===== config.mk =====
export PLATFORM = sky130hd
export DESIGN_NAME = text_encoding_detector
export DESIGN_NICKNAME = d
export VERILOG_FILES = /design/src/hdl/ted_pkg.sv /design/src/hdl/text_encoding_detector.sv
export VERILOG_INCLUDE_DIRS = /design/src /design/src/hdl
export SDC_FILE = /design/constraint.sdc
export NUM_CORES = 1
export LEC_CHECK = 0
export BUFFER_PORTS_ARGS = -buffer_cell sky130_fd_sc_hd__buf_2
export CELL_PAD_IN_SITES_DETAIL_PLACEMENT = 0
export CELL_PAD_IN_SITES_GLOBAL_PLACEMENT = 1
export CORE_ASPECT_RATIO = 1.5
export CORE_MARGIN = 1.5
export CORE_UTILIZATION = 43
export CTS_BUF_LIST = sky130_fd_sc_hd__clkbuf_4 sky130_fd_sc_hd__clkbuf_8
export DETAILED_ROUTE_END_ITERATION = 7
export PLACE_DENSITY_LB_ADDON = 0.1
export SKIP_CTS_REPAIR_TIMING = 1
export SYNTH_ARGS = -nofsm -noshare
export SYNTH_HDL_FRONTEND = slang
export SYNTH_SLANG_ARGS = --single-unit

===== constraint.sdc =====
create_clock -name clk -period 2.25 [get_ports clk]
set_clock_uncertainty 0.2 [all_clocks]
set_input_delay 0.1125 -clock clk [delete_from_list [all_inputs] [get_ports clk]]
set_output_delay 0.1125 -clock clk [all_outputs]
set_load 0.03 [all_outputs]

===== src/hdl/assert_macros.svh =====
// assertion macros for the text encoding detector
`ifndef ASSERT_MACROS_SVH
`define ASSERT_MACROS_SVH

// same-cycle implication, checked on every rising clock edge outside reset
`define CHK_SAME(name, ante, cons) \
  name: assert property (@(posedge clk) disable iff (rst) (ante) |-> (cons)) \
    else $error("same-cycle check failed");

// next-cycle implication, checked on every rising clock edge outside reset
`define CHK_NEXT(name, ante, cons) \
  name: assert property (@(posedge clk) disable iff (rst) (ante) |=> (cons)) \
    else $error("next-cycle check failed");

`endif


===== src/hdl/ted_pkg.sv =====
// types, constants and byte-order mark matching for the text encoding detector
package ted_pkg;

  // verdict codes
  typedef enum logic [2:0] {
    ENC_NONE    = 3'd0,
    ENC_UTF8    = 3'd1,
    ENC_UTF7    = 3'd2,
    ENC_UTF16LE = 3'd3,
    ENC_UTF16BE = 3'd4
  } enc_t;

  // first four bytes of a buffer
  typedef logic [3:0][7:0] head_t;

  localparam int unsigned HEAD_DEPTH = 4;
  localparam int unsigned CNT_W      = 3;

  // utf-8 lead classes and limits
  localparam logic [7:0] LEAD_C0    = 8'hC0;
  localparam logic [7:0] LEAD_C1    = 8'hC1;
  localparam logic [7:0] LEAD_F5    = 8'hF5;
  localparam logic [1:0] TAIL_BITS  = 2'b10;

  // mark bytes
  localparam logic [7:0] BOM8_0  = 8'hEF;
  localparam logic [7:0] BOM8_1  = 8'hBB;
  localparam logic [7:0] BOM8_2  = 8'hBF;
  localparam logic [7:0] BOM7_0  = 8'h2B;
  localparam logic [7:0] BOM7_1  = 8'h2F;
  localparam logic [7:0] BOM7_2  = 8'h76;
  localparam logic [7:0] BOM7_3A = 8'h38;
  localparam logic [7:0] BOM7_3B = 8'h39;
  localparam logic [7:0] BOM7_3C = 8'h2B;
  localparam logic [7:0] BOM7_3D = 8'h2F;
  localparam logic [7:0] BOM_FF  = 8'hFF;
  localparam logic [7:0] BOM_FE  = 8'hFE;

  // match the byte-order marks in priority order
  function automatic enc_t mark_code(head_t h, logic [CNT_W-1:0] cnt);
    enc_t res;
    res = ENC_NONE;
    if (cnt >= CNT_W'(3) && h[0] == BOM8_0 && h[1] == BOM8_1 && h[2] == BOM8_2) begin
      res = ENC_UTF8;
    end else if (cnt >= CNT_W'(4) && h[0] == BOM7_0 && h[1] == BOM7_1 && h[2] == BOM7_2 &&
                 (h[3] == BOM7_3A || h[3] == BOM7_3B ||
                  h[3] == BOM7_3C || h[3] == BOM7_3D)) begin
      res = ENC_UTF7;
    end else if (cnt >= CNT_W'(2) && h[0] == BOM_FF && h[1] == BOM_FE) begin
      res = ENC_UTF16LE;
    end else if (cnt >= CNT_W'(2) && h[0] == BOM_FE && h[1] == BOM_FF) begin
      res = ENC_UTF16BE;
    end
    return res;
  endfunction

endpackage


===== src/hdl/text_encoding_detector.sv =====
// text encoding detector: byte stream in, one encoding verdict per buffer out
//
// Takes one byte of a text buffer per cycle (s_tlast marks the final byte) and gives
// one verdict request per buffer: byte-order marks for UTF-8, UTF-7, UTF-16 LE and
// UTF-16 BE win, otherwise a NUL byte means UTF-16 LE and clean UTF-8 with high bytes
// means UTF-8. Every byte is held in the input register while the scan logic works on it;
// the verdict is loaded into the output register as the final byte leaves the input register.
// Sustained rate is one byte per cycle; the input side only stalls
// when a final byte reaches the scan stage while the previous verdict is still untaken.
`include "assert_macros.svh"

module text_encoding_detector
  import ted_pkg::*;
(
  input  logic       clk,
  input  logic       rst,
  // byte input
  input  logic       s_tvalid,
  output logic       s_tready,
  input  logic [7:0] s_tdata,   // [7:0] text_byte
  input  logic       s_tlast,   // final_byte
  // verdict output
  output logic       m_tvalid,
  input  logic       m_tready,
  output logic [7:0] m_tdata    // [2:0] encoding, [3] from_mark, [4] utf8_clean,
                                // [5] nul_seen, [6] high_seen, [7] zero
);

  // input register
  logic       in_valid;
  logic [7:0] in_byte;
  logic       in_last;

  // scan state
  head_t            head_bytes;
  logic [CNT_W-1:0] head_count;
  logic [1:0]       tails_pending;
  logic             utf8_ok;
  logic             nul_flag;
  logic             high_flag;

  // next values
  head_t            head_bytes_next;
  logic [CNT_W-1:0] head_count_next;
  logic [1:0]       tails_pending_next;
  logic             utf8_ok_next;
  logic             nul_flag_next;
  logic             high_flag_next;

  logic       advance;
  logic       ok_final;
  enc_t       mark_enc;
  enc_t       enc_final;
  logic [7:0] verdict;

  // stage moves unless a final byte meets a stalled verdict
  assign advance  = !(in_last && m_tvalid && !m_tready);
  assign s_tready = !in_valid || advance;

  // input register
  always_ff @(posedge clk) begin
    if (rst) begin
      in_valid <= 1'b0;
    end else if (s_tready) begin
      in_valid <= s_tvalid;
    end
    if (s_tvalid && s_tready) begin
      in_byte <= s_tdata;
      in_last <= s_tlast;
    end
  end

  // head capture
  always_comb begin
    head_bytes_next = head_bytes;
    head_count_next = head_count;
    if (head_count < CNT_W'(HEAD_DEPTH)) begin
      head_bytes_next[head_count[1:0]] = in_byte;
      head_count_next = head_count + CNT_W'(1);
    end
  end

  // utf-8 scan of one byte
  always_comb begin
    tails_pending_next = tails_pending;
    utf8_ok_next       = utf8_ok;
    nul_flag_next      = nul_flag;
    high_flag_next     = high_flag | in_byte[7];
    if (tails_pending != 2'd0) begin
      if (in_byte[7:6] == TAIL_BITS) begin
        tails_pending_next = tails_pending - 2'd1;
      end else begin
        utf8_ok_next       = 1'b0;
        tails_pending_next = 2'd0;
      end
    end else if (in_byte == 8'd0) begin
      nul_flag_next = 1'b1;
    end else if (in_byte[7] && utf8_ok) begin
      if (!in_byte[6]) begin
        utf8_ok_next = 1'b0;
      end else if (!in_byte[5]) begin
        tails_pending_next = 2'd1;
        if (in_byte == LEAD_C0 || in_byte == LEAD_C1) utf8_ok_next = 1'b0;
      end else if (!in_byte[4]) begin
        tails_pending_next = 2'd2;
      end else if (!in_byte[3]) begin
        tails_pending_next = 2'd3;
        if (in_byte >= LEAD_F5) utf8_ok_next = 1'b0;
      end else begin
        utf8_ok_next = 1'b0;
      end
    end
  end

  // verdict for a buffer ending with this byte
  always_comb begin
    ok_final = utf8_ok_next && (tails_pending_next == 2'd0);
    mark_enc = mark_code(head_bytes_next, head_count_next);
    if (mark_enc != ENC_NONE) begin
      enc_final = mark_enc;
    end else if (nul_flag_next) begin
      enc_final = ENC_UTF16LE;
    end else if (high_flag_next && ok_final) begin
      enc_final = ENC_UTF8;
    end else begin
      enc_final = ENC_NONE;
    end
    verdict = {1'b0, high_flag_next, nul_flag_next, ok_final,
               (mark_enc != ENC_NONE), enc_final};
  end

  // scan state, cleared after each final byte
  always_ff @(posedge clk) begin
    if (rst) begin
      head_bytes    <= '0;
      head_count    <= '0;
      tails_pending <= 2'd0;
      utf8_ok       <= 1'b1;
      nul_flag      <= 1'b0;
      high_flag     <= 1'b0;
    end else if (in_valid && advance) begin
      if (in_last) begin
        head_bytes    <= '0;
        head_count    <= '0;
        tails_pending <= 2'd0;
        utf8_ok       <= 1'b1;
        nul_flag      <= 1'b0;
        high_flag     <= 1'b0;
      end else begin
        head_bytes    <= head_bytes_next;
        head_count    <= head_count_next;
        tails_pending <= tails_pending_next;
        utf8_ok       <= utf8_ok_next;
        nul_flag      <= nul_flag_next;
        high_flag     <= high_flag_next;
      end
    end
  end

  // output register
  always_ff @(posedge clk) begin
    if (rst) begin
      m_tvalid <= 1'b0;
    end else if (in_valid && in_last && advance) begin
      m_tvalid <= 1'b1;
    end else if (m_tready) begin
      m_tvalid <= 1'b0;
    end
    if (in_valid && in_last && advance) begin
      m_tdata <= verdict;
    end
  end

  // checks
  `CHK_SAME(a_head_cnt, 1'b1, head_count <= CNT_W'(HEAD_DEPTH))
  `CHK_SAME(a_enc_range, m_tvalid, m_tdata[2:0] <= ENC_UTF16BE)
  `CHK_SAME(a_nul_le, m_tvalid && !m_tdata[3] && m_tdata[5], m_tdata[2:0] == ENC_UTF16LE)
  `CHK_SAME(a_utf8_clean, m_tvalid && !m_tdata[3] && m_tdata[2:0] == ENC_UTF8,
            m_tdata[4] && m_tdata[6])
  `CHK_NEXT(a_clear, in_valid && in_last && advance,
            m_tvalid && head_count == '0 && utf8_ok && !nul_flag && !high_flag)

endmodule


After elaboration in Yosys (flattened, before gate mapping)
Cells that the tools add are included.

Register bits after elaboration: 58. Word-level logic and storage cells: 115.

Add/sub/neg operators: 2. Magnitude comparators: 7. Equal/unequal tests: 17. Mux-type cells: 40. Bitwise gates (word level): 1. Reduce and logical (&&, ||, !) cells: 34.

Operators with widths (number): equality test 8 bit (second input constant) (9); two-way mux 32 bit (2); equality test 8 x 6 -> 1 bit (second input constant) (6); bitwise mux 32 bit (1); logical AND 1 bit (21); two-way mux 3 bit (7); two-way mux 2 bit (10); two-way mux 1 bit (18); demux 8 bit (select 2 bit) (1); equality test 8 x 7 -> 1 bit (second input constant) (1); greater-or-equal comparator 8 bit (second input constant) (1); zero test 8 bit (1); two-way mux 8 bit (1); greater-or-equal comparator 3 x 2 -> 1 bit (second input constant) (2); logical OR 1 bit (5); nonzero test 2 bit (2); adder 3 x 1 -> 3 bit (second input constant) (1); greater-or-equal comparator 3 bit (second input constant) (1); zero test 1 bit (3); less-than comparator 2 x 3 -> 1 bit (second input constant) (1); less-than comparator 3 bit (second input constant) (1); nonzero test 3 bit (1); equality test 2 bit (second input constant) (1); greater-or-equal comparator 2 x 1 -> 1 bit (second input constant) (1); other kinds (3) (3).

Depth between registers and ports, before layout
Gate-level depths: netlist (run 1).

Depth after elaboration: 15. Gate-level depth with buffers: 10.

Worst setup path before layout (run 1)
No wires, ideal clock.

Kind: register to register. Start point: register head_count[0]. End point: register m_tdata[1], data pin. Setup time: 0.271 ns. Arrival: 1.841 ns. Required time: 1.779 ns. Setup slack: -0.063 ns. Stages on the path, launching flop included: 11. Buffers on the path: 2. Clock period less this slack: 2.313 ns. Cells stage by stage: dfxtp_1 > inv_1 > ha_1 > buf_2 > nor2b_1 > buf_6 > mux2i_1 > nand2_1 > nor4_2 > o21a_1 > a31oi_1.

Word-level cells in the longest chain between the ends: 15. Elaborated cells between the ends (all ways): 47. Classes of those cells: 1 x add/sub; 6 x order compare; 14 x eq/ne; 10 x mux; 16 x reduce/logical.

RTL lines: start, declared (line text_encoding_detector.sv:36) `logic [CNT_W-1:0] head_count;`; start signal, assigned (line text_encoding_detector.sv:151) `head_count <= head_count_next;`; less-than comparator 2 x 3 -> 1 bit (implied by the code) / greater-or-equal comparator 2 x 1 -> 1 bit (equally long branches) (line text_encoding_detector.sv:78) `head_bytes_next[head_count[1:0]] = in_byte;`; logical AND 1 bit (implied by the code) (line text_encoding_detector.sv:78); two-way mux 8 bit (implied by the code) (line text_encoding_detector.sv:78); demux 8 bit (select 2 bit) (line text_encoding_detector.sv:78); bitwise mux 32 bit (line text_encoding_detector.sv:78); two-way mux 32 bit (line text_encoding_detector.sv:77) `if (head_count < CNT_W'(HEAD_DEPTH)) begin`; equality test 8 bit, or another cell as far along (line ted_pkg.sv:51) `end else if (cnt >= CNT_W'(2) && h[0] == BOM_FE && h[1] == BOM_FF) begin`; logical AND 1 bit, or another cell as far along (2 in a row) (line ted_pkg.sv:51); two-way mux 3 bit, or another cell as far along (line ted_pkg.sv:51); two-way mux 3 bit / logical AND 1 bit (equally long branches) (line ted_pkg.sv:49, ted_pkg.sv:45); two-way mux 3 bit (line ted_pkg.sv:45) `end else if (cnt >= CNT_W'(4) && h[0] == BOM7_0 && h[1] == BOM7_1 && h[2] == BOM7_2 &&`; two-way mux 3 bit (*) (line ted_pkg.sv:43) `if (cnt >= CNT_W'(3) && h[0] == BOM8_0 && h[1] == BOM8_1 && h[2] == BOM8_2) begin`; nonzero test 3 bit (line text_encoding_detector.sv:119) `if (mark_enc != ENC_NONE) begin`; two-way mux 3 bit (*) (line text_encoding_detector.sv:119); net enc_final[1] (line text_encoding_detector.sv:53) `enc_t enc_final;`; end signal, assigned (line text_encoding_detector.sv:170) `m_tdata <= verdict;`; end, declared (line text_encoding_detector.sv:25) `output logic [7:0] m_tdata`.

Mark *: on every way through the listed nets, which the timed path passes. The rest lies on a longest branch. A chain may end at the register's enable or synchronous reset.

Final worst setup path (run 1)
Start point: register head_count[0]. End point: register m_tdata[0], data pin.

Same word-level chain as after synthesis.

==> impl_metrics.env, run 1 <==
export IMPL_run_status="finished with violations"
export IMPL_violations="hold timing, setup timing"
export IMPL_regArea_um2=1320
export IMPL_min_path_type="input pin to flop"
export IMPL_clock_latency_ns=0.35
export IMPL_start_util_pct=44.0
export IMPL_route_detailed_drc=0
export IMPL_tightest_slew_ns=0.667
export IMPL_synth_most_common_cell="nor2_1"
export IMPL_finalNonFillerCells=499
export IMPL_synth_compound_area_share_pct=19.3
export IMPL_cts_tree="yes"
export IMPL_ant_nets=0
export IMPL_synth_cells=341
export IMPL_met2_usage_pct=42.1
export IMPL_async_flop_share_pct=0
export IMPL_cts_sinks=58
export IMPL_multiInputGateArea_um2=1620
export IMPL_drv_cap=0
export IMPL_cp_cell_sequence="inv_2 > buf_6 > ha_4 > buf_6 > o21ba_4 > a22o_4 > nor4b_4 > nand2_1 > a31o_1"
export IMPL_worst_path_buf_inv=3
export IMPL_crit_path_start_kind="flop"
export IMPL_totalWireLength_um=9010
export IMPL_n_antenna_cell=0
export IMPL_grtUsageMet3_pct=5.50
export IMPL_setup_violations=2
export IMPL_path_delay_family="compound AO/OA/AOI/OAI gates"
export IMPL_regToRegSetupSlack_ns=-0.15
export IMPL_vias=2790
export IMPL_met1_usage_pct=28.0
export IMPL_muxShareOfSynthArea_pct=3.83
export IMPL_critPathKind="flop to flop"
export IMPL_first_pass_iters=4
export IMPL_numPortBuffers=21
export IMPL_synth_top_area_share_pct=28.2
export IMPL_slew_headroom_pct=55.2
export IMPL_grt_max_degree=25
export IMPL_total_power_w=0.00233
export IMPL_ys_top_cells_by_area="dfxtp_1, edfxtp_1, a22oi_1"
export IMPL_ctsRootBufferMaster="clkbuf_8"
export IMPL_drt_iter0_drc=179
export IMPL_grt_pass1_wl_um=13800
export IMPL_die_height_um=105
export IMPL_fmax_mhz=416
export IMPL_ir_drop_mv=0.327
export IMPL_critical_path_max_stage_delay_ns=0.37
export IMPL_fill_cells=628
export IMPL_grt_pass1_vias=2709
export IMPL_end_kind="flop"
export IMPL_drive_gt1_share_pct=28.7
export IMPL_grt_ovfl_total=0
export IMPL_synth_common_cells="nor2_1, dfxtp_1, a22oi_1"
export IMPL_cellPowerDensity_nw_per_um2=595
export IMPL_clk_pin_slew_ns=0.06
export IMPL_critical_path_slowest_cell="nor4b_4"
export IMPL_place_congestion=0.917
export IMPL_area_growth_pct=31.8
export IMPL_yosys_area_top_type="dfxtp_1"
export IMPL_io_pins=23
export IMPL_crit_arrival_ns=2.31
export IMPL_p_leak_nw=1.57
export IMPL_syn_area_per_cell_um2=8.73
export IMPL_yosysSeqAreaShare_pct=44.4
export IMPL_synth_cell_type_count=52
export IMPL_grt_usage_pct=24.4
export IMPL_grt_busiest_layer="met2"
export IMPL_antenna_found_initial=0
export IMPL_htreeDepth=3
export IMPL_fin_crit_ns=2.40
export IMPL_synth_area_um2=2980
export IMPL_cts_inserted_buffers=9
export IMPL_yosys_area_share_simple_pct=25.0
export IMPL_clock_path_buffers=2
export IMPL_coreArea_um2=6760
export IMPL_crit_fanout=6
export IMPL_die_area_um2=7440
export IMPL_synth_xor_area_share_pct=0
export IMPL_period_share_pct=107
export IMPL_dp_cells=467
export IMPL_core_rowCount=37
export IMPL_setup_ws_ns=-0.153
export IMPL_rsz0062_at_grt="yes"
export IMPL_die_width_um=70.9
export IMPL_hold_viol_final=4
export IMPL_dp_hpwl_um=6380
export IMPL_yosys_register_bits=58
export IMPL_synth_top_family_by_area="simple AND/OR/NAND/NOR gates"
export IMPL_yosys_warnings=0
export IMPL_wire_per_inst_um=18.0
export IMPL_hold_worst_slack_ns=-0.00725
export IMPL_fin_nets=434
export IMPL_vias_per_cell=5.59
export IMPL_synthAdderAreaFrac_pct=2.10
export IMPL_synth_edf_count=16
export IMPL_synth_nets=359
export IMPL_synth_ff_type="dfxtp_1"
export IMPL_slew_violations=0
export IMPL_cpMostUsedCell="buf_6"
export IMPL_required_ns=2.15
placed cells by master (no fill, tap or decap), types with 6 or more instances in the layout:
master / n
inv_1: 11
o21ai_0: 6
a21oi_1: 18
a22oi_1: 29
nor2b_1: 11
dfxtp_1: 40
mux2i_1: 6
clkbuf_8: 12
buf_2: 21
dlygate4sd3_1: 12
a31oi_1: 6
nand2_1: 28
nor3_1: 15
buf_4: 52
nor2_1: 51
edfxtp_1: 16
sequential cells by signal, indices dropped and copies added, names as in the netlist, 2 cells and up:
name           cells
m_tdata            7
tails_pending      2
head_count         3
head_bytes        32
in_byte            8
report_power, final:
group | internal [W] | switching [W]
clock network | 0.000513 | 0.000407
logic | 0.000128 | 0.000161
registers | 0.00110 | 0.0000256
total | 0.00174 | 0.000594
per-layer routing:
metal | up-vias | wire [µm]
met5 | - | 0
met3 | 20 | 353
met2 | 57 | 4700
met1 | 1338 | 3670
li1 | 1375 | -
met4 | 0 | 283
path summary, 6_finish.rpt:
path	to	startpoint	depth (start not counted)
worst max register to register	m_tdata[0]	head_count[0]	9
worst min register to register	head_bytes[21]	head_bytes[21]	2
worst max-delay path	m_tdata[0]	head_count[0]	9
worst min-delay path	head_count[1]	rst	2
final cells by class:
cell class                 instances  area share, %
timing repair buffer              87           16.3
clock buffer                      14           4.59
clock inverter                     2          0.319
sequential                        58           33.7
tap                               78           2.49
multi-input combinational        247           41.4
inverter                          13           1.24
stage by stage:
stage	setup WS, ns	cell area, µm²	utilization, %	TNS, ns
final	-0.153	3920	58.1	-0.292
after global routing	-0.224	3920	58.1	-0.566
after CTS	-0.414	3650	53.9	-1.20
after detailed placement	-0.395	3450	51.1	-1.14
after global placement	-0.359	3450	51.1	-0.939
after floorplan	0.0105	2990	-	0
cell families (layout without fill, tap and decap cells):
| kind of cell | after synthesis | in the layout |
|---|---|---|
| buffers and inverters | 36 | 116 |
| AND/OR/NAND/NOR | 145 | 145 |
| adder cells (fa/ha/maj) | 5 | 5 |
| flip-flops | 58 | 58 |
| other | 1 | 1 |
| multiplexers | 11 | 11 |
| AO/OA/AOI/OAI | 85 | 85 |
No activity file was read; power rests on OpenSTA's default activity.
==> run 2, diff against run 1 <==
REMOVE_ABC_BUFFERS = 1   (was default)
==> run 2 against run 1 <==
- the run ends with setup timing left
- combinational power up 6%
- sequential cell count unchanged
- hold slack better by 0.26 ns
- design area up 2.2%
- utilization up 1.3 points
- critical path depth unchanged
- clock-buffer cell count down 1
- critical path type unchanged
==> impl_metrics.env, run 2 (synthesized netlist as in run 1, its figures left out) <==
export IMPL_run_status="finished with violations"
export IMPL_violations="setup timing"
export IMPL_grt_pass1_vias=2657
export IMPL_ant_nets=0
export IMPL_totalWireLength_um=8890
export IMPL_drt_iter0_drc=190
export IMPL_numPortBuffers=21
export IMPL_min_path_type="flop to flop"
export IMPL_final_cell_mix="nor2_1, buf_4, dfxtp_1, a22oi_1, nand2_1"
export IMPL_fin_nets=428
export IMPL_place_congestion=0.925
export IMPL_grtUsageMet3_pct=4.05
export IMPL_grt_busiest_layer="met2"
export IMPL_switching_power_w=0.000603
export IMPL_cellPowerDensity_nw_per_um2=569
export IMPL_cts_inserted_buffers=9
export IMPL_largest_reg_flops=32
export IMPL_place_ws_ns=-0.334
export IMPL_finalNonFillerCells=493
export IMPL_regMostFlops="head_bytes"
export IMPL_ir_drop_mv=0.342
export IMPL_clk_pin_slew_ns=0.07
export IMPL_n_antenna_cell=0
export IMPL_clock_path_buffers=2
export IMPL_io_pins=23
export IMPL_htreeDepth=3
export IMPL_slew_violations=0
export IMPL_vias_per_cell=5.67
export IMPL_antenna_found_initial=0
export IMPL_met2_usage_pct=42.3
export IMPL_clock_latency_ns=0.35
export IMPL_p_comb_share_pct=13.5
export IMPL_seqPwrFrac_pct=49.3
export IMPL_grt_ovfl_total=0
export IMPL_hold_viol_final=0
export IMPL_tightest_slew_ns=0.689
export IMPL_fmax_mhz=435
export IMPL_coreArea_um2=6760
export IMPL_fin_crit_ns=2.30
export IMPL_cts_sinks=58
export IMPL_slew_headroom_pct=53.7
export IMPL_grt_pass1_wl_um=13500
export IMPL_total_power_w=0.00228
export IMPL_rsz0062_at_grt="yes"
export IMPL_route_detailed_drc=0
export IMPL_dp_hpwl_um=6220
export IMPL_die_height_um=105
export IMPL_area_growth_pct=34.7
export IMPL_die_width_um=70.9
export IMPL_p_leak_nw=1.58
export IMPL_crit_fanout=4
export IMPL_first_pass_iters=4
export IMPL_top_regs="head_bytes x32, in_byte x8, m_tdata x7"
export IMPL_die_area_um2=7440
export IMPL_setup_ws_ns=-0.0501
export IMPL_grt_max_degree=27
export IMPL_crit_path_start_kind="flop"
export IMPL_drv_cap=0
export IMPL_core_rowCount=37
export IMPL_end_kind="flop"
export IMPL_start_util_pct=44.0
export IMPL_r2r_worst_path_cells=9
export IMPL_ctsRootBufferMaster="clkbuf_8"
export IMPL_period_share_pct=102
export IMPL_dp_cells=461
export IMPL_final_common_cell="nor2_1"
export IMPL_required_ns=2.14
export IMPL_worstHoldPathCells=2
export IMPL_p_int_w=0.00168
export IMPL_wire_per_inst_um=18.0
export IMPL_regToRegSetupSlack_ns=-0.05
export IMPL_clockPowerShare_pct=37.3
export IMPL_setup_violations=2
export IMPL_grt_usage_pct=24.3
export IMPL_met1_usage_pct=27.7
export IMPL_drive_gt1_share_pct=30.4
export IMPL_cts_tree="yes"
export IMPL_critPathKind="flop to flop"
export IMPL_crit_arrival_ns=2.19
export IMPL_vias=2794
export IMPL_swShare_pct=26.4
-- run 2: cell types whose count changed in the layout (fill, tap and decap cells not counted), moves of 3 or more --
cell	before	now
mux2i_1	6	3
o21ai_1	4	7
buf_4	52	42
o21ai_0	6	3
clkbuf_8	12	9
-- run 2: layer usage --
metal  wire length [µm]  part of all wire [%]
met1               3640                    41
met2               4730                    53
met3                280                   3.1
met4                230                   2.6
met5                  0                     0
-- run 2: layout make-up --
type | instances | area [µm²]
clock buffers | 13 | 154
clock inverters | 3 | 17.5
fillers | 624 | 2750
inverters | 13 | 53.8
multi-input cells | 247 | 1740
flip-flops and latches | 58 | 1330
well taps | 78 | 97.6
repair buffers | 81 | 618
-- run 2: power groups by stage --
stage | clock (W) | combinational [W] | sequential (W)
2_1_floorplan | 0 | 0.000111 | 0.00116
3_3_place_gp | 0 | 0.000250 | 0.00114
3_5_place_dp | 0 | 0.000251 | 0.00115
4_1_cts | 0.000866 | 0.000253 | 0.00112
5_1_grt | 0.000920 | 0.000329 | 0.00113
6_report | 0.000850 | 0.000307 | 0.00112
-- run 2: path summary, 6_finish.rpt --
path / from / endpoint
worst max-delay path: head_count[0] / m_tdata[1]
worst min register to register: head_bytes[21] / head_bytes[21]
worst max register to register: head_count[0] / m_tdata[1]
worst min-delay path: head_bytes[21] / head_bytes[21]
-- run 2: metrics by stage --
| step | cell area [µm²] | hold slack (ns) | setup TNS [ns] | utilization [%] |
|---|---|---|---|---|
| after floorplan | 2870 | -0.0184 | -0.429 | - |
| after global routing | 4010 | 0.277 | -0.294 | 59.3 |
| after CTS | 3590 | -0.274 | -0.955 | 53.1 |
| after global placement | 3410 | 0.0891 | -0.727 | 50.5 |
| final | 4010 | 0.255 | -0.0667 | 59.3 |
| after detailed placement | 3410 | 0.0917 | -0.909 | 50.5 |
-- run 2: critical path, cell delays in order, from the launching register on --
cell and delay, ns:
dfxtp_2 0.33, buf_6 0.12, ha_4 0.17, buf_4 0.14, o21ba_4 0.21, a22o_4 0.28, nor4b_4 0.27, buf_4 0.18
o21a_1 0.11, a31oi_1 0.03
